**src/minmax_display_decimator_assert.svh**
```systemverilog
// Assertion macros shared by the RTL; they compile to nothing when SYNTH is set.
`ifndef MINMAX_DISPLAY_DECIMATOR_ASSERT_SVH
`define MINMAX_DISPLAY_DECIMATOR_ASSERT_SVH

`ifndef SYNTH
// Same-cycle implication, checked outside reset.
`define MMDD_ASSERT_IMPL(label, clk, rstn, ante, cons) \
    label: assert property (@(posedge clk) disable iff (!rstn) (ante) |-> (cons)) \
        else $error("minmax_display_decimator: assertion failed");
// Next-cycle implication, checked outside reset.
`define MMDD_ASSERT_NEXT(label, clk, rstn, ante, cons) \
    label: assert property (@(posedge clk) disable iff (!rstn) (ante) |=> (cons)) \
        else $error("minmax_display_decimator: assertion failed");
`else
`define MMDD_ASSERT_IMPL(label, clk, rstn, ante, cons)
`define MMDD_ASSERT_NEXT(label, clk, rstn, ante, cons)
`endif

`endif

```
**src/mmdd_pkg.sv**
```systemverilog
package mmdd_pkg;

    localparam int INDEX_BITS_DEF  = 24;
    localparam int SAMPLE_BITS_DEF = 32;

    // Column ratio is unsigned Q0.24
    localparam int RATIO_BITS = 24;
    localparam logic [RATIO_BITS-1:0] RATIO_HALF = 24'h800000;
    localparam logic [RATIO_BITS-1:0] PPS_RESET  = 24'h800000;

    localparam int CFG_ADDR_BITS = 2;
    localparam logic [CFG_ADDR_BITS-1:0] REG_START_INDEX       = 2'd0;
    localparam logic [CFG_ADDR_BITS-1:0] REG_PIXELS_PER_SAMPLE = 2'd1;

    // Points per input beat: four for a closed column plus one on a flush
    localparam int MAX_POINTS = 5;
    localparam int PTR_BITS   = 3;
    localparam logic [PTR_BITS-1:0] MAX_COUNT = 3'd5;

    typedef struct packed {
        logic valid;
        logic first;   // first sample of a trace
        logic last;    // end_of_trace
    } beat_ctl_t;

    typedef struct packed {
        logic                load;
        logic [PTR_BITS-1:0] count;
        logic [PTR_BITS-1:0] split;  // points before this use the closed column's anchor
    } rec_ctl_t;

    typedef struct packed {
        logic                busy;
        logic [PTR_BITS-1:0] ptr;
        logic [PTR_BITS-1:0] count;
    } emit_status_t;

endpackage

```
**src/mmdd_front.sv**
```systemverilog
module mmdd_front #(
    parameter int INDEX_BITS  = mmdd_pkg::INDEX_BITS_DEF,
    parameter int SAMPLE_BITS = mmdd_pkg::SAMPLE_BITS_DEF,
    localparam int ProdBits   = INDEX_BITS + mmdd_pkg::RATIO_BITS
) (
    input  logic                                aclk,
    input  logic                                aresetn,
    input  logic                                advance,
    input  logic                                s_valid,
    input  logic signed [SAMPLE_BITS-1:0]       s_sample_value,
    input  logic                                s_end_of_trace,
    input  logic [INDEX_BITS-1:0]               start_index,
    input  logic [mmdd_pkg::RATIO_BITS-1:0]     pixels_per_sample,
    output mmdd_pkg::beat_ctl_t                 ctl_o,
    output logic [ProdBits-1:0]                 prod_o,
    output logic [INDEX_BITS-1:0]               idx_o,
    output logic signed [SAMPLE_BITS-1:0]       value_o,
    output logic                                primed_o
);

    logic                          primed_reg;
    logic [INDEX_BITS-1:0]         cnt_reg;
    logic [INDEX_BITS-1:0]         idx_next;
    logic [INDEX_BITS-1:0]         delta;
    mmdd_pkg::beat_ctl_t           s0_ctl_reg;
    logic [INDEX_BITS-1:0]         s0_idx_reg;
    logic signed [SAMPLE_BITS-1:0] s0_val_reg;
    mmdd_pkg::beat_ctl_t           s1_ctl_reg;
    logic [ProdBits-1:0]           s1_prod_reg;
    logic [INDEX_BITS-1:0]         s1_idx_reg;
    logic signed [SAMPLE_BITS-1:0] s1_val_reg;

    // A trace restarts at start_index, later samples take the next index
    assign idx_next = primed_reg ? cnt_reg + INDEX_BITS'(1) : start_index;
    assign delta    = s0_idx_reg - start_index;

    always_ff @(posedge aclk) begin
        if (!aresetn) begin
            primed_reg <= 1'b0;
            s0_ctl_reg <= '0;
            s1_ctl_reg <= '0;
        end else if (advance) begin
            s0_ctl_reg.valid <= s_valid;
            s0_ctl_reg.first <= !primed_reg;
            s0_ctl_reg.last  <= s_end_of_trace;
            if (s_valid) begin
                primed_reg <= !s_end_of_trace;
            end
            s1_ctl_reg <= s0_ctl_reg;
        end
    end

    always_ff @(posedge aclk) begin
        if (advance) begin
            if (s_valid) begin
                cnt_reg <= idx_next;
            end
            s0_idx_reg  <= idx_next;
            s0_val_reg  <= s_sample_value;
            s1_prod_reg <= ProdBits'(delta) * ProdBits'(pixels_per_sample);
            s1_idx_reg  <= s0_idx_reg;
            s1_val_reg  <= s0_val_reg;
        end
    end

    assign ctl_o    = s1_ctl_reg;
    assign prod_o   = s1_prod_reg;
    assign idx_o    = s1_idx_reg;
    assign value_o  = s1_val_reg;
    assign primed_o = primed_reg;

endmodule

```
**src/mmdd_column.sv**
```systemverilog
module mmdd_column #(
    parameter int INDEX_BITS  = mmdd_pkg::INDEX_BITS_DEF,
    parameter int SAMPLE_BITS = mmdd_pkg::SAMPLE_BITS_DEF,
    localparam int ProdBits   = INDEX_BITS + mmdd_pkg::RATIO_BITS
) (
    input  logic                          aclk,
    input  logic                          advance,
    input  mmdd_pkg::beat_ctl_t           ctl_i,
    input  logic [ProdBits-1:0]           prod_i,
    input  logic [INDEX_BITS-1:0]         idx_i,
    input  logic signed [SAMPLE_BITS-1:0] value_i,
    output mmdd_pkg::rec_ctl_t            rec_o,
    output logic signed [SAMPLE_BITS-1:0] vals_o [mmdd_pkg::MAX_POINTS],
    output logic [INDEX_BITS-1:0]         anchor_old_o,
    output logic [INDEX_BITS-1:0]         anchor_new_o
);

    localparam int Cand = 8;

    logic [INDEX_BITS-1:0]         col_reg, col_next;
    logic [INDEX_BITS-1:0]         anchor_reg, anchor_next;
    logic signed [SAMPLE_BITS-1:0] first_reg, first_next;
    logic signed [SAMPLE_BITS-1:0] min_reg, min_next;
    logic signed [SAMPLE_BITS-1:0] max_reg, max_next;
    logic signed [SAMPLE_BITS-1:0] last_reg, last_next;

    logic [INDEX_BITS-1:0]           quot;
    logic [mmdd_pkg::RATIO_BITS-1:0] frac;
    logic                            round_up;
    logic [INDEX_BITS-1:0]           col;
    logic                            change;
    logic                            open;
    logic signed [SAMPLE_BITS-1:0]   cand_val [Cand];
    logic                            cand_en  [Cand];
    logic [mmdd_pkg::PTR_BITS:0]     pos;
    logic [mmdd_pkg::PTR_BITS:0]     split;

    // Round to nearest, ties to even
    assign quot     = prod_i[ProdBits-1:mmdd_pkg::RATIO_BITS];
    assign frac     = prod_i[mmdd_pkg::RATIO_BITS-1:0];
    assign round_up = (frac > mmdd_pkg::RATIO_HALF) ||
                      ((frac == mmdd_pkg::RATIO_HALF) && quot[0]);
    assign col      = quot + INDEX_BITS'(round_up);

    assign change = !ctl_i.first && (col != col_reg);
    assign open   = ctl_i.first || change;

    always_comb begin
        if (open) begin
            col_next    = ctl_i.first ? '0 : col;
            anchor_next = idx_i;
            first_next  = value_i;
            min_next    = value_i;
            max_next    = value_i;
            last_next   = value_i;
        end else begin
            col_next    = col_reg;
            anchor_next = anchor_reg;
            first_next  = first_reg;
            min_next    = (value_i < min_reg) ? value_i : min_reg;
            max_next    = (value_i > max_reg) ? value_i : max_reg;
            last_next   = value_i;
        end
    end

    // Candidate points: closed column first, then the end-of-trace flush
    always_comb begin
        cand_val[0] = first_reg;
        cand_en[0]  = change;
        if (last_reg == min_reg) begin
            cand_val[1] = max_reg;
            cand_en[1]  = change && (max_reg != first_reg);
            cand_val[2] = min_reg;
            cand_en[2]  = change && (min_reg != max_reg);
            cand_val[3] = last_reg;
            cand_en[3]  = 1'b0;
        end else begin
            cand_val[1] = min_reg;
            cand_en[1]  = change && (min_reg != first_reg);
            cand_val[2] = max_reg;
            cand_en[2]  = change && (max_reg != min_reg);
            cand_val[3] = last_reg;
            cand_en[3]  = change && (last_reg != min_reg);
        end
        cand_val[4] = first_next;
        cand_en[4]  = ctl_i.last;
        cand_val[5] = min_next;
        cand_en[5]  = ctl_i.last && (min_next != first_next);
        cand_val[6] = max_next;
        cand_en[6]  = ctl_i.last && (max_next != min_next);
        cand_val[7] = last_next;
        cand_en[7]  = ctl_i.last && (last_next != min_next);
    end

    // Pack the enabled candidates
    always_comb begin
        pos   = '0;
        split = '0;
        for (int i = 0; i < mmdd_pkg::MAX_POINTS; i++) begin
            vals_o[i] = first_next;
        end
        for (int i = 0; i < Cand; i++) begin
            if (cand_en[i] && (pos < (mmdd_pkg::PTR_BITS + 1)'(mmdd_pkg::MAX_POINTS))) begin
                vals_o[pos[mmdd_pkg::PTR_BITS-1:0]] = cand_val[i];
                pos = pos + 1'b1;
            end
            if (i == 3) begin
                split = pos;
            end
        end
    end

    assign rec_o.load   = advance && ctl_i.valid && (pos != '0);
    assign rec_o.count  = pos[mmdd_pkg::PTR_BITS-1:0];
    assign rec_o.split  = split[mmdd_pkg::PTR_BITS-1:0];
    assign anchor_old_o = anchor_reg;
    assign anchor_new_o = anchor_next;

    // Column state; a trace's first sample always reopens it
    always_ff @(posedge aclk) begin
        if (advance && ctl_i.valid) begin
            col_reg    <= ctl_i.last ? '0 : col_next;
            anchor_reg <= anchor_next;
            first_reg  <= first_next;
            min_reg    <= min_next;
            max_reg    <= max_next;
            last_reg   <= last_next;
        end
    end

endmodule

```
**src/mmdd_emit.sv**
```systemverilog
module mmdd_emit #(
    parameter int INDEX_BITS  = mmdd_pkg::INDEX_BITS_DEF,
    parameter int SAMPLE_BITS = mmdd_pkg::SAMPLE_BITS_DEF
) (
    input  logic                          aclk,
    input  logic                          aresetn,
    input  mmdd_pkg::rec_ctl_t            rec_i,
    input  logic signed [SAMPLE_BITS-1:0] vals_i [mmdd_pkg::MAX_POINTS],
    input  logic [INDEX_BITS-1:0]         anchor_old_i,
    input  logic [INDEX_BITS-1:0]         anchor_new_i,
    output logic                          free_o,
    output mmdd_pkg::emit_status_t        status_o,
    output logic                          m_valid,
    input  logic                          m_ready,
    output logic [INDEX_BITS-1:0]         m_point_index,
    output logic signed [SAMPLE_BITS-1:0] m_point_value,
    output logic                          m_run_last
);

    logic                          busy_reg;
    logic [mmdd_pkg::PTR_BITS-1:0] ptr_reg;
    logic [mmdd_pkg::PTR_BITS-1:0] cnt_reg;
    logic [mmdd_pkg::PTR_BITS-1:0] split_reg;
    logic signed [SAMPLE_BITS-1:0] vals_reg [mmdd_pkg::MAX_POINTS];
    logic [INDEX_BITS-1:0]         anchor_old_reg;
    logic [INDEX_BITS-1:0]         anchor_new_reg;
    logic                          last_pt;

    assign last_pt = (ptr_reg == cnt_reg - 1'b1);
    assign free_o  = !busy_reg || (m_ready && last_pt);

    always_ff @(posedge aclk) begin
        if (!aresetn) begin
            busy_reg <= 1'b0;
            ptr_reg  <= '0;
        end else if (rec_i.load) begin
            busy_reg <= 1'b1;
            ptr_reg  <= '0;
        end else if (busy_reg && m_ready) begin
            if (last_pt) begin
                busy_reg <= 1'b0;
            end else begin
                ptr_reg <= ptr_reg + 1'b1;
            end
        end
    end

    always_ff @(posedge aclk) begin
        if (rec_i.load) begin
            cnt_reg        <= rec_i.count;
            split_reg      <= rec_i.split;
            vals_reg       <= vals_i;
            anchor_old_reg <= anchor_old_i;
            anchor_new_reg <= anchor_new_i;
        end
    end

    assign m_valid       = busy_reg;
    assign m_point_value = vals_reg[ptr_reg];
    assign m_point_index = (ptr_reg < split_reg) ? anchor_old_reg : anchor_new_reg;
    assign m_run_last    = last_pt;

    assign status_o.busy  = busy_reg;
    assign status_o.ptr   = ptr_reg;
    assign status_o.count = cnt_reg;

endmodule

```
**src/minmax_display_decimator.sv**
```systemverilog
// Min/max decimator for waveform display.
// Input beats (s_valid/s_ready) carry one sample each, in index order; a beat
// with s_end_of_trace closes the trace and flushes the open column. Output
// beats (m_valid/m_ready) carry polyline points: the column anchor index, the
// value, and m_run_last on the final point caused by one input beat. An input
// beat yields zero to five points.
// Points for a beat pass the input register, the multiply register and then
// the point record before they appear on the output.
// Throughput: one input beat per cycle while each beat yields at most one point
// and the receiver is ready; a beat that yields more points stalls the input
// once its record is loaded, since the single point record drains one point per
// cycle while the receiver is ready. The column multiply is registered once.
// Reset (aresetn, synchronous, active low) clears the handshake state and the
// trace state, and loads start_index = 0, pixels_per_sample = 0.5 (Q0.24).
// A receiver stall holds the pending point on the outputs and the whole
// pipeline; s_ready drops until the last pending point is taken. Users write
// configuration (cfg_wr_en/cfg_addr/cfg_wdata) only when idle; not enforced.
`include "minmax_display_decimator_assert.svh"

module minmax_display_decimator #(
    parameter int INDEX_BITS  = mmdd_pkg::INDEX_BITS_DEF,
    parameter int SAMPLE_BITS = mmdd_pkg::SAMPLE_BITS_DEF,
    localparam int CfgBits    = (INDEX_BITS > mmdd_pkg::RATIO_BITS) ?
                                INDEX_BITS : mmdd_pkg::RATIO_BITS
) (
    input  logic                               aclk,
    input  logic                               aresetn,
    input  logic                               cfg_wr_en,
    input  logic [mmdd_pkg::CFG_ADDR_BITS-1:0] cfg_addr,
    input  logic [CfgBits-1:0]                 cfg_wdata,
    input  logic                               s_valid,
    output logic                               s_ready,
    input  logic signed [SAMPLE_BITS-1:0]      s_sample_value,
    input  logic                               s_end_of_trace,
    output logic                               m_valid,
    input  logic                               m_ready,
    output logic [INDEX_BITS-1:0]              m_point_index,
    output logic signed [SAMPLE_BITS-1:0]      m_point_value,
    output logic                               m_run_last
);

    localparam int ProdBits = INDEX_BITS + mmdd_pkg::RATIO_BITS;

    logic [INDEX_BITS-1:0]           start_index_reg;
    logic [mmdd_pkg::RATIO_BITS-1:0] pps_reg;

    logic                            advance;
    logic                            front_primed;
    mmdd_pkg::beat_ctl_t             beat_ctl;
    logic [ProdBits-1:0]             beat_prod;
    logic [INDEX_BITS-1:0]           beat_idx;
    logic signed [SAMPLE_BITS-1:0]   beat_value;
    mmdd_pkg::rec_ctl_t              rec_ctl;
    logic signed [SAMPLE_BITS-1:0]   rec_vals [mmdd_pkg::MAX_POINTS];
    logic [INDEX_BITS-1:0]           anchor_old;
    logic [INDEX_BITS-1:0]           anchor_new;
    mmdd_pkg::emit_status_t          emit_status;

    // Register file; unknown indexes drop the write
    always_ff @(posedge aclk) begin
        if (!aresetn) begin
            start_index_reg <= '0;
            pps_reg         <= mmdd_pkg::PPS_RESET;
        end else if (cfg_wr_en) begin
            unique case (cfg_addr)
                mmdd_pkg::REG_START_INDEX:       start_index_reg <= cfg_wdata[INDEX_BITS-1:0];
                mmdd_pkg::REG_PIXELS_PER_SAMPLE: pps_reg <= cfg_wdata[mmdd_pkg::RATIO_BITS-1:0];
                default: ;
            endcase
        end
    end

    // The whole pipeline advances when the point record is free or drains now
    assign s_ready = advance;

    mmdd_front #(
        .INDEX_BITS  (INDEX_BITS),
        .SAMPLE_BITS (SAMPLE_BITS)
    ) u_front (
        .aclk              (aclk),
        .aresetn           (aresetn),
        .advance           (advance),
        .s_valid           (s_valid),
        .s_sample_value    (s_sample_value),
        .s_end_of_trace    (s_end_of_trace),
        .start_index       (start_index_reg),
        .pixels_per_sample (pps_reg),
        .ctl_o             (beat_ctl),
        .prod_o            (beat_prod),
        .idx_o             (beat_idx),
        .value_o           (beat_value),
        .primed_o          (front_primed)
    );

    mmdd_column #(
        .INDEX_BITS  (INDEX_BITS),
        .SAMPLE_BITS (SAMPLE_BITS)
    ) u_column (
        .aclk         (aclk),
        .advance      (advance),
        .ctl_i        (beat_ctl),
        .prod_i       (beat_prod),
        .idx_i        (beat_idx),
        .value_i      (beat_value),
        .rec_o        (rec_ctl),
        .vals_o       (rec_vals),
        .anchor_old_o (anchor_old),
        .anchor_new_o (anchor_new)
    );

    mmdd_emit #(
        .INDEX_BITS  (INDEX_BITS),
        .SAMPLE_BITS (SAMPLE_BITS)
    ) u_emit (
        .aclk          (aclk),
        .aresetn       (aresetn),
        .rec_i         (rec_ctl),
        .vals_i        (rec_vals),
        .anchor_old_i  (anchor_old),
        .anchor_new_i  (anchor_new),
        .free_o        (advance),
        .status_o      (emit_status),
        .m_valid       (m_valid),
        .m_ready       (m_ready),
        .m_point_index (m_point_index),
        .m_point_value (m_point_value),
        .m_run_last    (m_run_last)
    );

    // Pending record always points inside its own point list
    `MMDD_ASSERT_IMPL(a_ptr_in_range, aclk, aresetn, emit_status.busy,
        emit_status.ptr < emit_status.count && emit_status.count <= mmdd_pkg::MAX_COUNT)
    // Stalled receiver: hold the pending point
    `MMDD_ASSERT_NEXT(a_hold_on_stall, aclk, aresetn, emit_status.busy && !m_ready,
        emit_status.busy && $stable(emit_status.ptr))
    // End-of-trace beat rearms the index counter for a new trace
    `MMDD_ASSERT_NEXT(a_rearm_after_end, aclk, aresetn,
        s_valid && s_ready && s_end_of_trace, !front_primed)

endmodule

```
**config.mk**
```make
export PLATFORM = sky130hd
export DESIGN_NAME = minmax_display_decimator
export DESIGN_NICKNAME = d
export VERILOG_FILES = /design/src/mmdd_pkg.sv /design/src/mmdd_front.sv /design/src/mmdd_column.sv /design/src/mmdd_emit.sv /design/src/minmax_display_decimator.sv
export VERILOG_INCLUDE_DIRS = /design/src /design/src/src
export SDC_FILE = /design/constraint.sdc
export NUM_CORES = 2
export LEC_CHECK = 0
export BUFFER_PORTS_ARGS = -buffer_cell sky130_fd_sc_hd__buf_4
export CORE_MARGIN = 2
export CORE_UTILIZATION = 43
export CTS_CLUSTER_SIZE = 12
export DETAILED_ROUTE_END_ITERATION = 8
export PLACE_DENSITY_LB_ADDON = 0.15
export SYNTH_ARGS = -nofsm -noshare
export SYNTH_HDL_FRONTEND = slang
export SYNTH_SLANG_ARGS = --single-unit
export TNS_END_PERCENT = 1
```
**constraint.sdc**
```tcl
create_clock -name aclk -period 23.3 [get_ports aclk]
set_input_delay 4.66 -clock aclk [delete_from_list [all_inputs] [get_ports aclk]]
set_output_delay 4.66 -clock aclk [all_outputs]
set_load 0.03 [all_outputs]
```
==> metrics <==
status=finished clean; placed insts=approximately 7500; Synth cell types=approximately 110; port buffer count=122; area grow syn2layout=9.02%; slowest stage cell on the critical path=o41ai_1; critical path required time=23.72 ns; Routed WL=a little under 200000 µm; sequential fraction of the synthesis area=a little under a third; setup ws final=~11 ns; Initial DRC Count=3504; RSZ-0062 raised after global routing=false; syn_nets=roughly 6700; clock root buffer=clkbuf_16; Post-Syn Instances=~5900; Seq cells post-synth=633; Core ar.=around 130000 µm²; CP delay by family, top=compound AO/OA/AOI/OAI gates; WHS Path Cells=0; initial antenna violation count=3; Power Density=between 70 and 80 nW/µm²; detailed-route DRC error count=0; Post-DP HPWL=between 100000 and 150000 µm; Final Slew Violations=0; Finished Cell Area=~63000 µm²; number of synthesized flops with an enable pin=574; critical path launch point type=flip-flop; Horiz. Die Dim=371 µm; DP Worst Slack=around 11 ns; max incr delay on CP=slightly above 0.7 ns; Tmin final=roughly 12 ns; max_cap viols=0; WS Path Type=flip-flop to flip-flop; Tcrit/Tclk final=51.4%; reg2reg path depth=40; Static Leakage=between 20 and 30 nW; area share of the largest cell type after synthesis=a little under 30%; cts hold-fix bufs=0; grt ovf=0; final hold violations=0; register area=18400 µm²; GRT Total Usage=between 20 and 30%; Post-CTS Setup Bufs=0; syn avg cell area=9.91 µm²; largest net degree at the start of global routing=about 150; clk buf depth=3; post-DR vias/cell=~5.8; CP Max Fanout=24; DR pass1 iterations=6; Hold WC Path Type=flip-flop to flip-flop; Reg clk slew, reported paths=approximately 0.06 ns; Finished Core Util=47.3%; Die Height=371 µm; global-route wire length before repair=296000 µm; post-CTS sizing=0; Die Area=roughly 140000 µm²; Area contributors post-synth=edfxtp_1 (30%), fa_1 (17%), ha_1 (5.9%); I/O pins=about 120; synthesized area=between 50000 and 60000 µm²; Worst Max-Slew Pin Slew=approximately 1.2 ns; Inserted Clock Buffers=slightly below 80; main flop type after synthesis=edfxtp_1; clock skew=around 0.038 ns; layout cells sized above 1=~11%; TNS Setup=0 ns; Rows=around 130; Detail Route Antenna Nets=0; CP arrival=12.39 ns; Slew HR=approximately 18%; Cell Area, Placed=60800 µm²; worst vdd ir=0.0535 mV; Ys Warns=0; number of global-route vias before repair=about 46000; async set-reset flop share out of synthesis=0%; CTS sink count=633; CP Depth=40; R2R Setup Slk=between 10 and 15 ns; CTS tree=done; max reg flops=between 150 and 200; wire length per cell=roughly 26 µm; DR vias=roughly 44000; GP Congestion=1.02; Clk Latency, worst-skew pair=a little under 0.7 ns; post-synth top area cell=edfxtp_1; FMAX=between 80 and 90 MHz; area of the multi-input gates=35700 µm²; CP bufs+invs=5; H-tree depth=3; CP Capture Type=flip-flop; most used cell, CP=fa_1; Initial Utilization=a little over two fifths; final std cells w/o fill=about 7600; nets@finish=around 6600; Setup violations, final=0; # fillers=approximately 13000
-- cells in the final DEF (no fill, tap or decap), drive strengths merged, types with 13 or more instances in the layout --
cell     netlist  final
nor2b         51     51
a31oi         13     13
nor2         280    280
a22oi         15     15
a211oi        47     47
nand3         88     88
or4           17     17
nand2        664    664
o211ai        34     34
nand4         48     48
ha           276    276
o221ai        32     32
a221oi        45     45
o22ai         72     72
and2         191    191
clkinv         3     39
o31ai         14     14
fa           483    483
nor4          62     62
a21o          22     22
or3           16     16
xor2         141    141
nor3          55     55
a21oi        302    302
inv          689    694
edfxtp       574    574
buf           74    253
dfxtp         59     59
o41ai         13     13
xnor2        136    136
o21ai        184    184
clkbuf       344     94
a2bb2oi       35     35
mux2         199    199
and3          28     28
mux2i        306    306
nand2b        77     77
-- layout make-up --
type	instances	share of cell area, %
diodes	2	0.00791
clock buffers	94	3.23
clock inverters	49	0.700
inverters	692	4.12
multi-input cells	4119	56.3
flip-flops and latches	633	29.1
well taps	1768	3.49
repair buffers	253	3.02
-- power breakdown --
group | switching (W) | internal [W]
Clock | 0.000506 | 0.000684
Sequential | 0.000115 | 0.00141
Combinational | 0.00128 | 0.000789
-- per-stage QoR --
stage	hold slack (ns)	total power, W
after floorplan	0.400	0.00294
after global placement	0.400	0.00359
after detailed placement	0.405	0.00361
after CTS	0.418	0.00482
after global routing	0.424	0.00511
final	0.418	0.00479
-- cell families (layout without fill, tap and decap cells) --
group	count (synthesis)	after routing	share of synthesized area (%)
buffers and inverters	1110	1088	7.39
flip-flops	633	633	31.7
other	0	2	0
multiplexers	505	505	9.49
XOR/XNOR	281	281	4.33
adder cells (fa/ha/maj)	759	759	22.6
AO/OA/AOI/OAI	949	949	10.8
AND/OR/NAND/NOR	1625	1625	13.7
-- worst paths after layout --
kind / start / end
worst max-delay path: u_front.s0_idx_reg[0] / u_front.prod_o[47]
worst min-delay path: u_front.s0_val_reg[31] / u_front.value_o[31]
worst max register to register: u_front.s0_idx_reg[0] / u_front.prod_o[47]
worst min register to register: u_front.s0_val_reg[31] / u_front.value_o[31]
-- cell usage after synthesis (14+ instances only) --
cell and n:
a211oi_1 45, a21o_1 22, a21oi_1 301, a221oi_1 45, a22oi_1 14, a2bb2oi_1 34, and2_1 191, and3_1 28
buf_1 18, buf_2 45, clkbuf_1 344, dfxtp_1 59, edfxtp_1 574, fa_1 483, ha_1 276, inv_1 687
mux2_1 21, mux2_2 130, mux2_4 48, mux2i_1 304, nand2_1 663, nand2b_1 76, nand3_1 85, nand4_1 46
nor2_1 272, nor2b_1 51, nor3_1 52, nor4_1 52, o211ai_1 34, o21ai_0 178, o221ai_1 32, o22ai_1 72
or3_1 16, or4_1 14, xnor2_1 136, xor2_1 141
-- per-layer routing --
| layer | global-route usage (%) | routed length (µm) | vias up | part of all wire, % |
|---|---|---|---|---|
| li1 | - | - | 19900 | - |
| met3 | 4.07 | 11500 | 460 | 5.8 |
| met5 | 0 | 0 | - | 0 |
| met1 | 36.1 | 80400 | 22200 | 41 |
| met2 | 48.1 | 93800 | 1642 | 48 |
| met4 | 15.0 | 11400 | 0 | 5.8 |
Power figures use the tool's default switching activity.
